**src/rtl/pngu_pkg.sv**
```systemverilog
// shared types and constants for the png scanline unfilter
package pngu_pkg;

  localparam int MaxLineBytes  = 16384;
  localparam int MaxPixelBytes = 8;
  localparam int QueueDepth    = 4;

  localparam int LineBytesW  = 15;
  localparam int PixelBytesW = 4;
  localparam int CfgIdxW     = 1;
  localparam int CfgDataW    = 15;

  localparam logic [CfgIdxW-1:0] CfgLineBytes  = 1'b0;
  localparam logic [CfgIdxW-1:0] CfgPixelBytes = 1'b1;

  typedef enum logic [2:0] {
    FILT_NONE  = 3'd0,
    FILT_SUB   = 3'd1,
    FILT_UP    = 3'd2,
    FILT_AVG   = 3'd3,
    FILT_PAETH = 3'd4
  } filter_e;

  typedef struct packed {
    logic       bad;
    logic [7:0] data;
    logic       first_row;
    filter_e    filter;
    logic       last;
  } item_ctl_t;

endpackage

```
**src/rtl/pngu_fifo.sv**
```systemverilog
// small flop queue between front and back end
module pngu_fifo import pngu_pkg::*; #(
  parameter int WIDTH = 8,
  parameter int DEPTH = QueueDepth
) (
  input  logic             clk_i,
  input  logic             rst_ni,
  input  logic             push_i,
  input  logic [WIDTH-1:0] push_data_i,
  output logic             ready_o,
  input  logic             pop_i,
  output logic             valid_o,
  output logic [WIDTH-1:0] pop_data_o
);

  localparam int AW = (DEPTH > 1) ? $clog2(DEPTH) : 1;
  localparam int NW = $clog2(DEPTH + 1);

  logic [WIDTH-1:0] entries_q [DEPTH];
  logic [AW-1:0]    wr_ptr_q, wr_ptr_d, rd_ptr_q, rd_ptr_d;
  logic [NW-1:0]    count_q, count_d;

  assign ready_o    = (count_q != NW'(DEPTH));
  assign valid_o    = (count_q != '0);
  assign pop_data_o = entries_q[rd_ptr_q];

  always_comb begin
    wr_ptr_d = wr_ptr_q;
    rd_ptr_d = rd_ptr_q;
    count_d  = count_q;
    if (push_i) begin
      wr_ptr_d = (wr_ptr_q == AW'(DEPTH - 1)) ? '0 : wr_ptr_q + AW'(1);
    end
    if (pop_i) begin
      rd_ptr_d = (rd_ptr_q == AW'(DEPTH - 1)) ? '0 : rd_ptr_q + AW'(1);
    end
    if (push_i && !pop_i) begin
      count_d = count_q + NW'(1);
    end else if (pop_i && !push_i) begin
      count_d = count_q - NW'(1);
    end
  end

  always_ff @(posedge clk_i or negedge rst_ni) begin
    if (!rst_ni) begin
      wr_ptr_q <= '0;
      rd_ptr_q <= '0;
      count_q  <= '0;
    end else begin
      wr_ptr_q <= wr_ptr_d;
      rd_ptr_q <= rd_ptr_d;
      count_q  <= count_d;
    end
  end

  always_ff @(posedge clk_i) begin
    if (push_i) begin
      entries_q[wr_ptr_q] <= push_data_i;
    end
  end

endmodule

```
**config.mk**
```make
export PLATFORM = sky130hd
export DESIGN_NAME = pngu_fifo
export DESIGN_NICKNAME = d
export VERILOG_FILES = /design/src/rtl/pngu_pkg.sv /design/src/rtl/pngu_fifo.sv
export SDC_FILE = /design/constraint.sdc
export NUM_CORES = 1
export LEC_CHECK = 0
export BUFFER_PORTS_ARGS = -buffer_cell sky130_fd_sc_hd__buf_2
export CORE_UTILIZATION = 35
export CTS_CLUSTER_SIZE = 28
export DETAILED_ROUTE_END_ITERATION = 8
export SKIP_LAST_GASP = 1
export SYNTH_ARGS = -nofsm -noshare
export SYNTH_HDL_FRONTEND = slang
export SYNTH_SLANG_ARGS = --single-unit
```
**constraint.sdc**
```tcl
create_clock -name clk_i -period 1.69 [get_ports clk_i]
set_input_delay 0.4225 -clock clk_i [delete_from_list [all_inputs] [get_ports clk_i]]
set_output_delay 0.4225 -clock clk_i [all_outputs]
set_load 0.005 [all_outputs]
```
==> metrics.yaml <==
status: "complete, but fails checks"
violations: "negative setup slack"
netlist_area_um2: 1572
drive_above_1_share_pct: 42.50
path_class: "flop to output port"
r2r_start: "count_q[0]$_DFFE_PN0P_"
ys.flop_type: "edfxtp_1"
async_flop_share_pct: 17.95
grt_max_degree: 13
area_delta_synth_final_pct: 23.81
cp_num_cells: 3
core_area_um2: 4324
grt_pass1_wl_um: 3808
setup_tns_ns: -1.565
crit_slowest_cell: "mux4_2"
timing.max_cap.violations: 0
synth.yosys.warnings: 0
syn_nets: 99
slew_headroom_pct: 69.46
setup_viol: 8
final_area_um2: 1946
yosys.area_share.xor_xnor_pct: 1.672
cp_num_buf_inv: 2
worstMarginPinSlew_ns: 0.4581
cts_tree: "done"
final_antenna_net_count: 0
grt_pass1_vias: 775
io_buffers: 21
synth-simple-area-share_pct: 3.503
synth-edff-count: 32
drc: 0
rrSetupSlack_ns: 0.20
rsz0062_at_grt: "true"
cts_buffers: 5
crit_chain: "buf_12 > mux4_2 > buf_2"
syn_inst: 80
wire_per_inst_um: 14.19
synth_adder_area_share_pct: 6.051
holdWs_ns: 0.3480
hpwl_um: 1724
peakVddDrop_mv: 0.6800
crit_end: "pop_data_o[4]"
cp.required_ns: 1.27
fmax_mhz: 525.5
dpl_worst_slack_ns: -0.02473
seq_area_frac_synth_pct: 72.29
synth_mux_area_share_pct: 13.61
startpoint: "rd_ptr_q[0]$_DFFE_PN0P_"
min_period_ns: 1.903
grt_overflow: 0
n_fill_cell: 391
p_leak_nw: 0.7550
synthDistinctLibCells: 17
clk_path_buf_depth: 2
globalRouteMet2Util_pct: 18.23
die_w_um: 69.01
utilization_pct: 44.99
maxSlewViolCount: 0
ys_ff_latch: 39
hp-class: "primary input to flop"
ys_top_cells_by_count: "edfxtp_1, mux4_2, dfrtp_1"
busiest_layer: "met2"
fin_total_pwr_mw: 3.073
syn_area_per_cell_um2: 19.64
initial_utilization_pct: 36.34
synth-compound-area-share_pct: 0.6369
synth_top_cell_area_share_pct: 61.15
htree_levels: 2
powerDensity_nw_per_um2: 1579
dr_total_vias: 785
ios: 22
die_h_um: 69.01
rows: 24
endpoint_kind: "output port"
clock-sinks: 39
root_buffer: "clkbuf_8"
dieArea_um2: 4762
critPathMaxStageDelay_ns: 0.51
grt.total_usage_pct: 11.11
gp_congestion: 0.6700
ctsResizeCount: 0
startpoint_type: "flop"
clkTransAtPathRegs_ns: 0.07
routed_wl_um: 2441
critPathMaxFanout: 8
layout.nets: 138
n_antenna_cell: 0
timing.final.ws_setup_ns: -0.2130
synth_top_area_cell: "edfxtp_1"
r2r_cells: 5
hold_violations: 0
dr.pass1.iters: 4
postPlaceCellArea_um2: 1821
via_per_inst: 4.564
finalCritPeriodShare_pct: 112.6
use_met3_pct: 4.825
cp_data_arrival_time_ns: 1.48
crit_family: "multiplexers"
clkLatencyLatePin_ns: 0.29
synth.area.top_cells: "edfxtp_1, mux4_2, dfrtp_1, ha_1, mux2_2"
synth_top_family_by_area: "multiplexers"
timing.rr.end: "count_q[2]$_DFFE_PN0P_"
fin_worst_skew_ns: 0.004088
gr-usage-met1_pct: 12.60
antenna_found_initial: 0
fin_cells: 172
dp.cells: 162
drt_iter0_drc: 24
post-synth-top-count-cell: "edfxtp_1"
==> final cells by class <==
type / count / area, µm² / share of cell area [%]
well taps: 52 / 65.06 / 3.344
inverters: 5 / 18.77 / 0.9646
clock buffers: 5 / 68.82 / 3.537
clock inverters: 3 / 38.79 / 1.994
multi-input cells: 34 / 400.4 / 20.58
flip-flops and latches: 39 / 1136 / 58.39
repair buffers: 34 / 217.7 / 11.19
==> state kept, by name, summed over array words and instances (netlist names) <==
register / count
entries_q: 32
count_q: 3
rd_ptr_q: 2
wr_ptr_q: 2
==> worst min path at each step <==
stage                         from                         to  slack, ns  depth (start not counted)
floorplan                   rst_ni     count_q[0]$_DFFE_PN0P_       0.13                          0
global placement            rst_ni     count_q[0]$_DFFE_PN0P_       0.26                          1
detailed placement          rst_ni     count_q[0]$_DFFE_PN0P_       0.27                          1
CTS                 push_data_i[6]  entries_q[0][6]$_DFFE_PP_       0.34                          1
global route        push_data_i[2]  entries_q[3][2]$_DFFE_PP_       0.34                          1
finish              push_data_i[6]  entries_q[0][6]$_DFFE_PP_       0.35                          1
==> placed cells by master (no fill, tap or decap), types with 2 or more instances in the layout <==
cell type   n
ha_1        6
o21ai_0     2
nor2_1      3
inv_1       5
xor2_1      2
mux4_2      8
dfrtp_1     7
mux2_2      3
nand2_1     2
edfxtp_1   32
and2_1      4
buf_4      11
buf_2      21
clkbuf_8    5
==> layer usage <==
layer	up-vias	part of all wire (%)
met4	0	1.8
met2	25	48
li1	382	-
met3	6	6.6
met5	-	0
met1	372	44
==> power breakdown <==
group          switching (mW)  total [mW]  internal, mW
clock                   0.305       0.736         0.432
sequential              0.136        1.40          1.26
combinational           0.384       0.937         0.553
==> logic make-up after synthesis <==
| kind of cell | Yosys count |
|---|---|
| xor gates and xnor gates | 3 |
| DFF | 39 |
| buffers and inverters | 7 |
| AOI/OAI and AO/OA | 2 |
| and+or+nand+nor | 11 |
| muxes | 11 |
| adders and majority gates | 7 |
==> timing repair <==
action,CTS,global route
pin swaps,0,0
setup buffers,0,1
hold buffers,1,0
endpoints found under the hold margin,7,0
setup endpoints to repair,8,9
Power figures use the tool's default switching activity.
