$ cat config.mk
export PLATFORM = sky130hd
export DESIGN_NAME = pngu_front
export DESIGN_NICKNAME = d
export VERILOG_FILES = /design/src/rtl/pngu_pkg.sv /design/src/rtl/pngu_front.sv
export SDC_FILE = /design/constraint.sdc
export NUM_CORES = 1
export LEC_CHECK = 0
export BUFFER_PORTS_ARGS = -buffer_cell sky130_fd_sc_hd__buf_2
export CAP_MARGIN = 20
export CORE_MARGIN = 4
export CORE_UTILIZATION = 40
export DETAILED_ROUTE_END_ITERATION = 8
export HOLD_SLACK_MARGIN = 0.06
export PLACE_DENSITY = 0.65
export SLEW_MARGIN = 10
export SYNTH_ARGS = -nofsm -noshare
export SYNTH_HDL_FRONTEND = slang
export SYNTH_SLANG_ARGS = --single-unit
$ cat constraint.sdc
create_clock -name clk_i -period 36.8 [get_ports clk_i]
set_input_delay 7.36 -clock clk_i [delete_from_list [all_inputs] [get_ports clk_i]]
set_output_delay 7.36 -clock clk_i [all_outputs]
set_load 0.02 [all_outputs]
$ cat src/rtl/pngu_pkg.sv
// shared types and constants for the png scanline unfilter
package pngu_pkg;

  localparam int MaxLineBytes  = 16384;
  localparam int MaxPixelBytes = 8;
  localparam int QueueDepth    = 4;

  localparam int LineBytesW  = 15;
  localparam int PixelBytesW = 4;
  localparam int CfgIdxW     = 1;
  localparam int CfgDataW    = 15;

  localparam logic [CfgIdxW-1:0] CfgLineBytes  = 1'b0;
  localparam logic [CfgIdxW-1:0] CfgPixelBytes = 1'b1;

  typedef enum logic [2:0] {
    FILT_NONE  = 3'd0,
    FILT_SUB   = 3'd1,
    FILT_UP    = 3'd2,
    FILT_AVG   = 3'd3,
    FILT_PAETH = 3'd4
  } filter_e;

  typedef struct packed {
    logic       bad;
    logic [7:0] data;
    logic       first_row;
    filter_e    filter;
    logic       last;
  } item_ctl_t;

endpackage

$ cat src/rtl/pngu_front.sv
// front end: line tracking, filter byte decode and left slot quotient
module pngu_front import pngu_pkg::*; #(
  parameter int MAX_LINE_BYTES  = MaxLineBytes,
  parameter int MAX_PIXEL_BYTES = MaxPixelBytes,
  localparam int CW = $clog2(MAX_LINE_BYTES + 1),
  localparam int IW = $clog2(MAX_LINE_BYTES),
  localparam int PW = $clog2(MAX_PIXEL_BYTES + 1)
) (
  input  logic          clk_i,
  input  logic          rst_ni,
  input  logic          in_valid_i,
  output logic          in_stall_o,
  input  logic [7:0]    byte_in_i,
  input  logic          pass_start_i,
  input  logic [CW-1:0] len_eff_i,
  input  logic [PW-1:0] p_eff_i,
  input  logic          q_ready_i,
  output logic          q_push_o,
  output item_ctl_t     q_ctl_o,
  output logic [IW-1:0] q_idx_o,
  output logic [IW-1:0] q_quot_o
);

  localparam int SW = (MAX_PIXEL_BYTES > 1) ? $clog2(MAX_PIXEL_BYTES) : 1;
  localparam int S  = IW + 3;
  localparam int RW = S + 1;

  logic [CW-1:0] column_q, column_d;
  filter_e       filter_q, filter_d;
  logic          first_row_q, first_row_d;

  logic          in_fire;
  logic          is_filter_byte;
  logic          bad_byte;
  logic [CW-1:0] col_m1, len_m1, idx_full;
  logic          last;
  logic [RW-1:0] recip_tab [MAX_PIXEL_BYTES];
  logic [SW-1:0] p_sel;
  logic [IW+RW-1:0] prod;

  // ceil(2^S / (k+1)) for each pixel size k+1
  for (genvar k = 0; k < MAX_PIXEL_BYTES; k++) begin : g_recip
    localparam longint unsigned Num = (longint'(1) << S) + longint'(k);
    localparam longint unsigned Rec = Num / longint'(k + 1);
    assign recip_tab[k] = RW'(Rec);
  end

  assign in_stall_o     = !q_ready_i;
  assign in_fire        = in_valid_i && q_ready_i;
  assign is_filter_byte = (column_q == '0);
  assign bad_byte       = !(byte_in_i inside {[8'd0:8'd4]});

  assign col_m1   = column_q - CW'(1);
  assign len_m1   = len_eff_i - CW'(1);
  assign idx_full = (col_m1 >= len_eff_i) ? len_m1 : col_m1;
  assign last     = (idx_full == len_m1);

  assign p_sel = SW'(p_eff_i - PW'(1));
  assign prod  = q_idx_o * recip_tab[p_sel];

  assign q_idx_o  = IW'(idx_full);
  assign q_quot_o = prod[S+IW-1:S];
  assign q_push_o = in_fire && (!is_filter_byte || bad_byte);

  always_comb begin
    q_ctl_o.bad       = is_filter_byte;
    q_ctl_o.data      = byte_in_i;
    q_ctl_o.first_row = first_row_q;
    q_ctl_o.filter    = filter_q;
    q_ctl_o.last      = last && !is_filter_byte;
  end

  always_comb begin
    column_d    = column_q;
    filter_d    = filter_q;
    first_row_d = first_row_q;
    if (in_fire) begin
      if (is_filter_byte) begin
        column_d = CW'(1);
        if (pass_start_i) begin
          first_row_d = 1'b1;
        end
        filter_d = bad_byte ? FILT_NONE : filter_e'(byte_in_i[2:0]);
      end else if (last) begin
        column_d    = '0;
        first_row_d = 1'b0;
      end else begin
        column_d = idx_full + CW'(2);
      end
    end
  end

  always_ff @(posedge clk_i or negedge rst_ni) begin
    if (!rst_ni) begin
      column_q    <= '0;
      filter_q    <= FILT_NONE;
      first_row_q <= 1'b1;
    end else begin
      column_q    <= column_d;
      filter_q    <= filter_d;
      first_row_q <= first_row_d;
    end
  end

endmodule

==> impl_metrics.yaml, run 1 <==
setup_path:
  worst_r2r_path_depth: 20
  crit_path_start_kind: "input port"
  crit_end: "q_quot_o[6]"
  cp.arrival_ps: 16740
  cpMaxStageDelayCell: "o31ai_1"
  critical-path-max-stage-delay_ps: 830
  rr_endpoint: "column_q[9]"
  critPathRequiredTime_ps: 29440
  r2r_slack_ps: 31230
  critPathKind: "input port to output pin"
  crit_start: "len_eff_i[6]"
  cpMostUsedCell: "inv_1"
  rr_startpoint: "column_q[0]"
  critPathMaxFanout: 33
  cp-end-kind: "output pin"
drt:
  first_pass_iters: 5
  ant_nets: 0
  vias: 8641
  drc: 0
  wl_per_cell_um: 17.8
  vias_per_cell: 5.28
  drt-total-wl_um: 29100
  drt_iter0_drc: 663
clocking:
  clk_latency_ps: 250
  cts_tree: "done"
  cts_buffer_depth: 2
  cts_resized: 0
  cts_buffers: 3
  clk_pin_slew_worst_paths_ps: 60
  clockRootBuffer: "clkbuf_16"
  htree_levels: 1
  post-cts-setup-buffers: 0
  cts.sinks: 19
  holdBufCountCts: 0
timing:
  worstMarginPinSlew_ps: 1000
  setup_viol: 0
  maxSlewViolCount: 0
  setup_tns_ps: 0
  fin_crit_sh_pct: 65.5
  relSlewSlack_pct: 32.5
  clock.fmax_mhz: 41.5
  fin_crit_ps: 24100
  clock_skew_ps: 2.01
  finalHoldViolCount: 0
  rsz0062_at_grt: "no"
floorplan:
  initial_utilization_pct: 40.5
  die_h_um: 170
  die_w_um: 170
  core_region_area_sq_mm: 0.0259
  num_rows: 59
  dieArea_sq_mm: 0.0289
  io_pins: 76
placement:
  routabilityCongestion: 0.958
  port-buffer-count: 74
  dp_hpwl_um: 25000
  placed_area_sq_mm: 0.0111
  dpl.cell_count: 1633
outcome:
  status: "finished, final reports clean"
logic_synthesis:
  synth_async_sr_flop_share_pct: 100
  synth_top_area_share_pct: 35.3
  synth_area_leaders: "fa_1 35%, ha_1 14%, inv_1 11%, nand2_1 5.1%, dfrtp_1 4.3%"
  syn_area_per_cell_sq_um: 8.32
  ys_types: 74
  synth_edf_count: 0
  ys_ff_latch: 19
  syn-num-nets: 1594
  synthFlopType: "dfrtp_1"
  synth_warnings: 0
  yosys.area.top_type: "fa_1"
  syn-cell-area_sq_mm: 0.0105
  synthCells: 1261
  seq_area_frac_synth_pct: 4.54
layout:
  fin_cells: 1637
  fill_cells: 2647
  stdcell_area_sq_mm: 0.0112
  nets: 1636
  layout_common_cells: "294 x inv_1, 185 x fa_1, 142 x nand2_1, 116 x ha_1, 81 x nor2_1"
  syn2layout_area_growth_pct: 6.72
  layout-drive-gt1-share_pct: 8.29
  antenna_cells: 0
  layout_commonest_cell: "inv_1"
job:
  cap_violations: 0
hold_path:
  hold_class: "flip-flop to flip-flop"
  hold_start: "filter_q[2]"
global_route:
  grt_pass1_vias: 8843
  use_met1_pct: 29.6
  grt.busiest_layer: "met2"
  use_met3_pct: 3.16
  grt_pass1_wl_um: 47400
  grt_max_degree: 34
  overflow: 0
  antenna_found_initial: 0
  grt_usage_pct: 20.6
  grt_util_met2_pct: 33.9
==> registers in the layout, summed over array words and instances (netlist names) <==
| signal | cells |
|---|---|
| first_row_q | 1 |
| filter_q | 3 |
| column_q | 15 |
==> layout make-up <==
class / instances / area (sq um) / area share [%]
Multi-Input combinational cell: 897 / 8670 / 77.4
Inverter: 300 / 1130 / 10.1
Sequential cell: 19 / 477 / 4.26
Timing Repair Buffer: 82 / 430 / 3.84
Tap cell: 335 / 419 / 3.74
Clock buffer: 4 / 78.8 / 0.704
==> metal layers <==
metal	part of all wire (%)	up-vias	routed length (um)
met5	0	-	0
met4	1.4	0	405
met3	8.6	27	2510
met2	45	375	13200
met1	45	4199	12900
li1	-	4040	-
==> worst max-delay path: cells and delay by family <==
kind,cells,cell delay [ps]
simple gates,4,970
buf+inv,11,1750
fa+ha+maj,8,3290
compound gates,10,3320
==> how the worst min path moves through the flow <==
stage	slack [ps]	cells past startpoint	end
6_report	490	2	filter_q[2]
3_5_place_dp	490	2	filter_q[2]
4_1_cts	500	2	filter_q[2]
3_3_place_gp	460	2	filter_q[2]
2_1_floorplan	490	2	column_q[8]
5_1_grt	530	2	filter_q[2]
==> per-stage QoR <==
| step | utilization (%) | hold slack, ps | setup slack (ps) |
|---|---|---|---|
| after floorplan | - | 493 | 13680 |
| after global placement | 42.9 | 463 | 12880 |
| after detailed placement | 42.9 | 486 | 12810 |
| after CTS | 43.2 | 499 | 12790 |
| after global routing | 43.2 | 527 | 12060 |
| final | 43.2 | 487 | 12700 |
==> synth_stat cells (3+ instances only) <==
cell type and instances:
a211o_1 3, a211oi_1 7, a21boi_0 3, a21o_1 19, a21oi_1 40, a31oi_1 3
a41oi_1 4, and2_1 30, and3_1 18, and4_1 3, buf_1 4, buf_2 3
buf_4 11, clkbuf_1 25, clkinv_1 6, dfrtp_1 18, fa_1 185, ha_1 116
inv_1 294, mux2_2 9, mux2i_1 8, nand2_1 142, nand2b_1 4, nand3_1 21
nand4_1 13, nor2_1 81, nor2b_1 3, nor3_1 13, nor3b_1 5, nor4_1 7
o21ai_0 30, o21ai_1 8, o21bai_1 8, o22ai_1 3, o31ai_1 5, or2_2 3
xnor2_1 50, xor2_1 14
==> logic make-up (layout without fill, tap and decap cells) <==
| family | count (synthesis) | after routing | share of synthesized area, % |
|---|---|---|---|
| and+or+nand+nor | 357 | 357 | 16.2 |
| buffers and inverters | 345 | 386 | 12.9 |
| adders and majority gates | 301 | 301 | 49.1 |
| AOI/OAI and AO/OA | 156 | 156 | 9.75 |
| xor gates and xnor gates | 65 | 65 | 5.56 |
| DFF | 19 | 19 | 4.54 |
| muxes | 18 | 18 | 1.94 |
Power of run 1 is left out: the tool's default activity adds up to more than one toggle a clock period on the data nets, which glitch-free logic cannot reach.
==> run 2: changes to the inputs <==
Settings changed: PLACE_DENSITY 0.65 to 0.67.
Clock period 36.8 ns to 21.4 ns, I/O delays scaled along.
==> run 2 against run 1 <==
Sequential share of layout area about the same; hold slack better by 1.3 ps; via count down 0.29%; register-to-register slack worse by 16000 ps; sequential cell count unchanged; setup slack worse by 9600 ps; utilization about the same; non-clock buffer count up 1; design area up 0.10%.
==> impl_metrics.yaml, run 2 (same netlist as run 1, synthesis figures left out) <==
setup_path:
  rr_endpoint: "column_q[11]"
  crit_buf_inv: 9
  critPathKind: "input port to output pin"
  critPathRequiredTime_ps: 17120
  r2r_slack_ps: 15690
  critical-path-max-stage-delay_ps: 850
  worst_r2r_path_depth: 16
  cp-end-kind: "output pin"
  critPathMaxFanout: 21
  cpMostUsedCell: "fa_1"
  crit_family: "compound AO/OA/AOI/OAI gates"
  crit_path_start_kind: "input port"
  cpMaxStageDelayCell: "o31ai_1"
  cp.arrival_ps: 13990
  rr_startpoint: "column_q[6]"
drt:
  vias: 8616
  drt_iter0_drc: 598
  wl_per_cell_um: 17.7
  vias_per_cell: 5.26
  drc: 0
  first_pass_iters: 5
  ant_nets: 0
  drt-total-wl_um: 29000
layout:
  antenna_cells: 0
  syn2layout_area_growth_pct: 6.83
  layout_commonest_cell: "inv_1"
  largest_reg_flops: 15
  reg_top3: "column_q: 15 flops, filter_q: 3 flops, first_row_q: 1 flops"
  layout_common_cells: "294 x inv_1, 185 x fa_1, 142 x nand2_1, 116 x ha_1, 81 x nor2_1"
  stdcell_area_sq_mm: 0.0112
  largest_register: "column_q"
  layout-drive-gt1-share_pct: 8.44
  nets: 1637
floorplan:
  initial_utilization_pct: 40.5
  core_region_area_sq_mm: 0.0259
  num_rows: 59
  die_h_um: 170
  dieArea_sq_mm: 0.0289
  io_pins: 76
  die_w_um: 170
timing:
  clock.fmax_mhz: 54.7
  finalHoldViolCount: 0
  maxSlewViolCount: 0
  worstMarginPinSlew_ps: 1070
  relSlewSlack_pct: 27.9
  holdWs_ps: 488
  clock_skew_ps: 1.49
  setup_viol: 0
  rsz0062_at_grt: "no"
  fin_crit_sh_pct: 85.4
  setup_ws_ps: 3130
  setup_tns_ps: 0
  fin_crit_ps: 18270
global_route:
  overflow: 0
  grt_pass1_vias: 9299
  grt_max_degree: 26
  grt_pass1_wl_um: 48100
  grt_usage_pct: 20.7
  antenna_found_initial: 0
placement:
  routabilityCongestion: 0.997
  port-buffer-count: 74
  placed_area_sq_mm: 0.0111
  pre_cts_slack_ps: 3360
  dp_hpwl_um: 25200
clocking:
  clk_latency_ps: 250
  holdBufCountCts: 0
  cts_buffers: 3
  post-cts-setup-buffers: 0
  htree_levels: 1
  clockRootBuffer: "clkbuf_16"
  cts_resized: 0
  cts_tree: "done"
  cts_buffer_depth: 2
  clk_pin_slew_worst_paths_ps: 60
  cts.sinks: 19
hold_path:
  holdPathEnd: "filter_q[0]"
  hold_depth: 2
  hold_start: "filter_q[0]"
  hold_class: "flip-flop to flip-flop"
outcome:
  status: "finished, final reports clean"
job:
  cap_violations: 0
-- run 2: worst max-delay path by stage --
stage | to | cells past startpoint | slack (ps) | startpoint
6_report | q_quot_o[6] | 31 | 3130 | len_eff_i[6]
3_3_place_gp | q_quot_o[6] | 33 | 3530 | len_eff_i[6]
5_1_grt | q_quot_o[6] | 33 | 2610 | len_eff_i[12]
4_1_cts | q_quot_o[6] | 31 | 3320 | len_eff_i[6]
2_1_floorplan | q_quot_o[6] | 32 | 4440 | len_eff_i[2]
3_5_place_dp | q_quot_o[6] | 31 | 3360 | len_eff_i[6]
-- run 2: worst register-to-register path: stages, from the launching register on --
cell      delay (ps)
dfrtp_1          450
nor4_1           760
nand4_1          350
nor3_1           320
xnor2_1          220
inv_1             80
ha_1             300
nand4_1          150
nor3_1           380
a221o_1          590
buf_4            400
nand2_1           90
o21ai_1          400
clkinv_1         630
nand3_1          240
xor2_1           150
o21ai_0           80
-- run 2: metrics by stage --
stage / instances / utilization [%]
after floorplan: 1261 / -
after global placement: 1634 / 43.0
after detailed placement: 1634 / 43.0
after CTS: 1638 / 43.3
after global routing: 1638 / 43.3
final: 1638 / 43.3
-- run 2: layer usage --
metal	wire length (um)	vias to the layer above	track usage, %
met4	751	0	4.58
li1	-	4041	-
met1	12400	4165	28.1
met5	0	-	0
met3	2410	48	3.90
met2	13500	362	34.7
-- run 2: final cells by class --
| type | count | area (sq um) |
|---|---|---|
| fill | 2609 | 14700 |
| multi-input combinational | 897 | 8670 |
| inverter | 300 | 1130 |
| sequential | 19 | 477 |
| timing repair buffer | 83 | 438 |
| tap | 335 | 419 |
| clock buffer | 3 | 75.1 |
| clock inverter | 1 | 7.51 |
Power of run 2 is left out for the same reason.
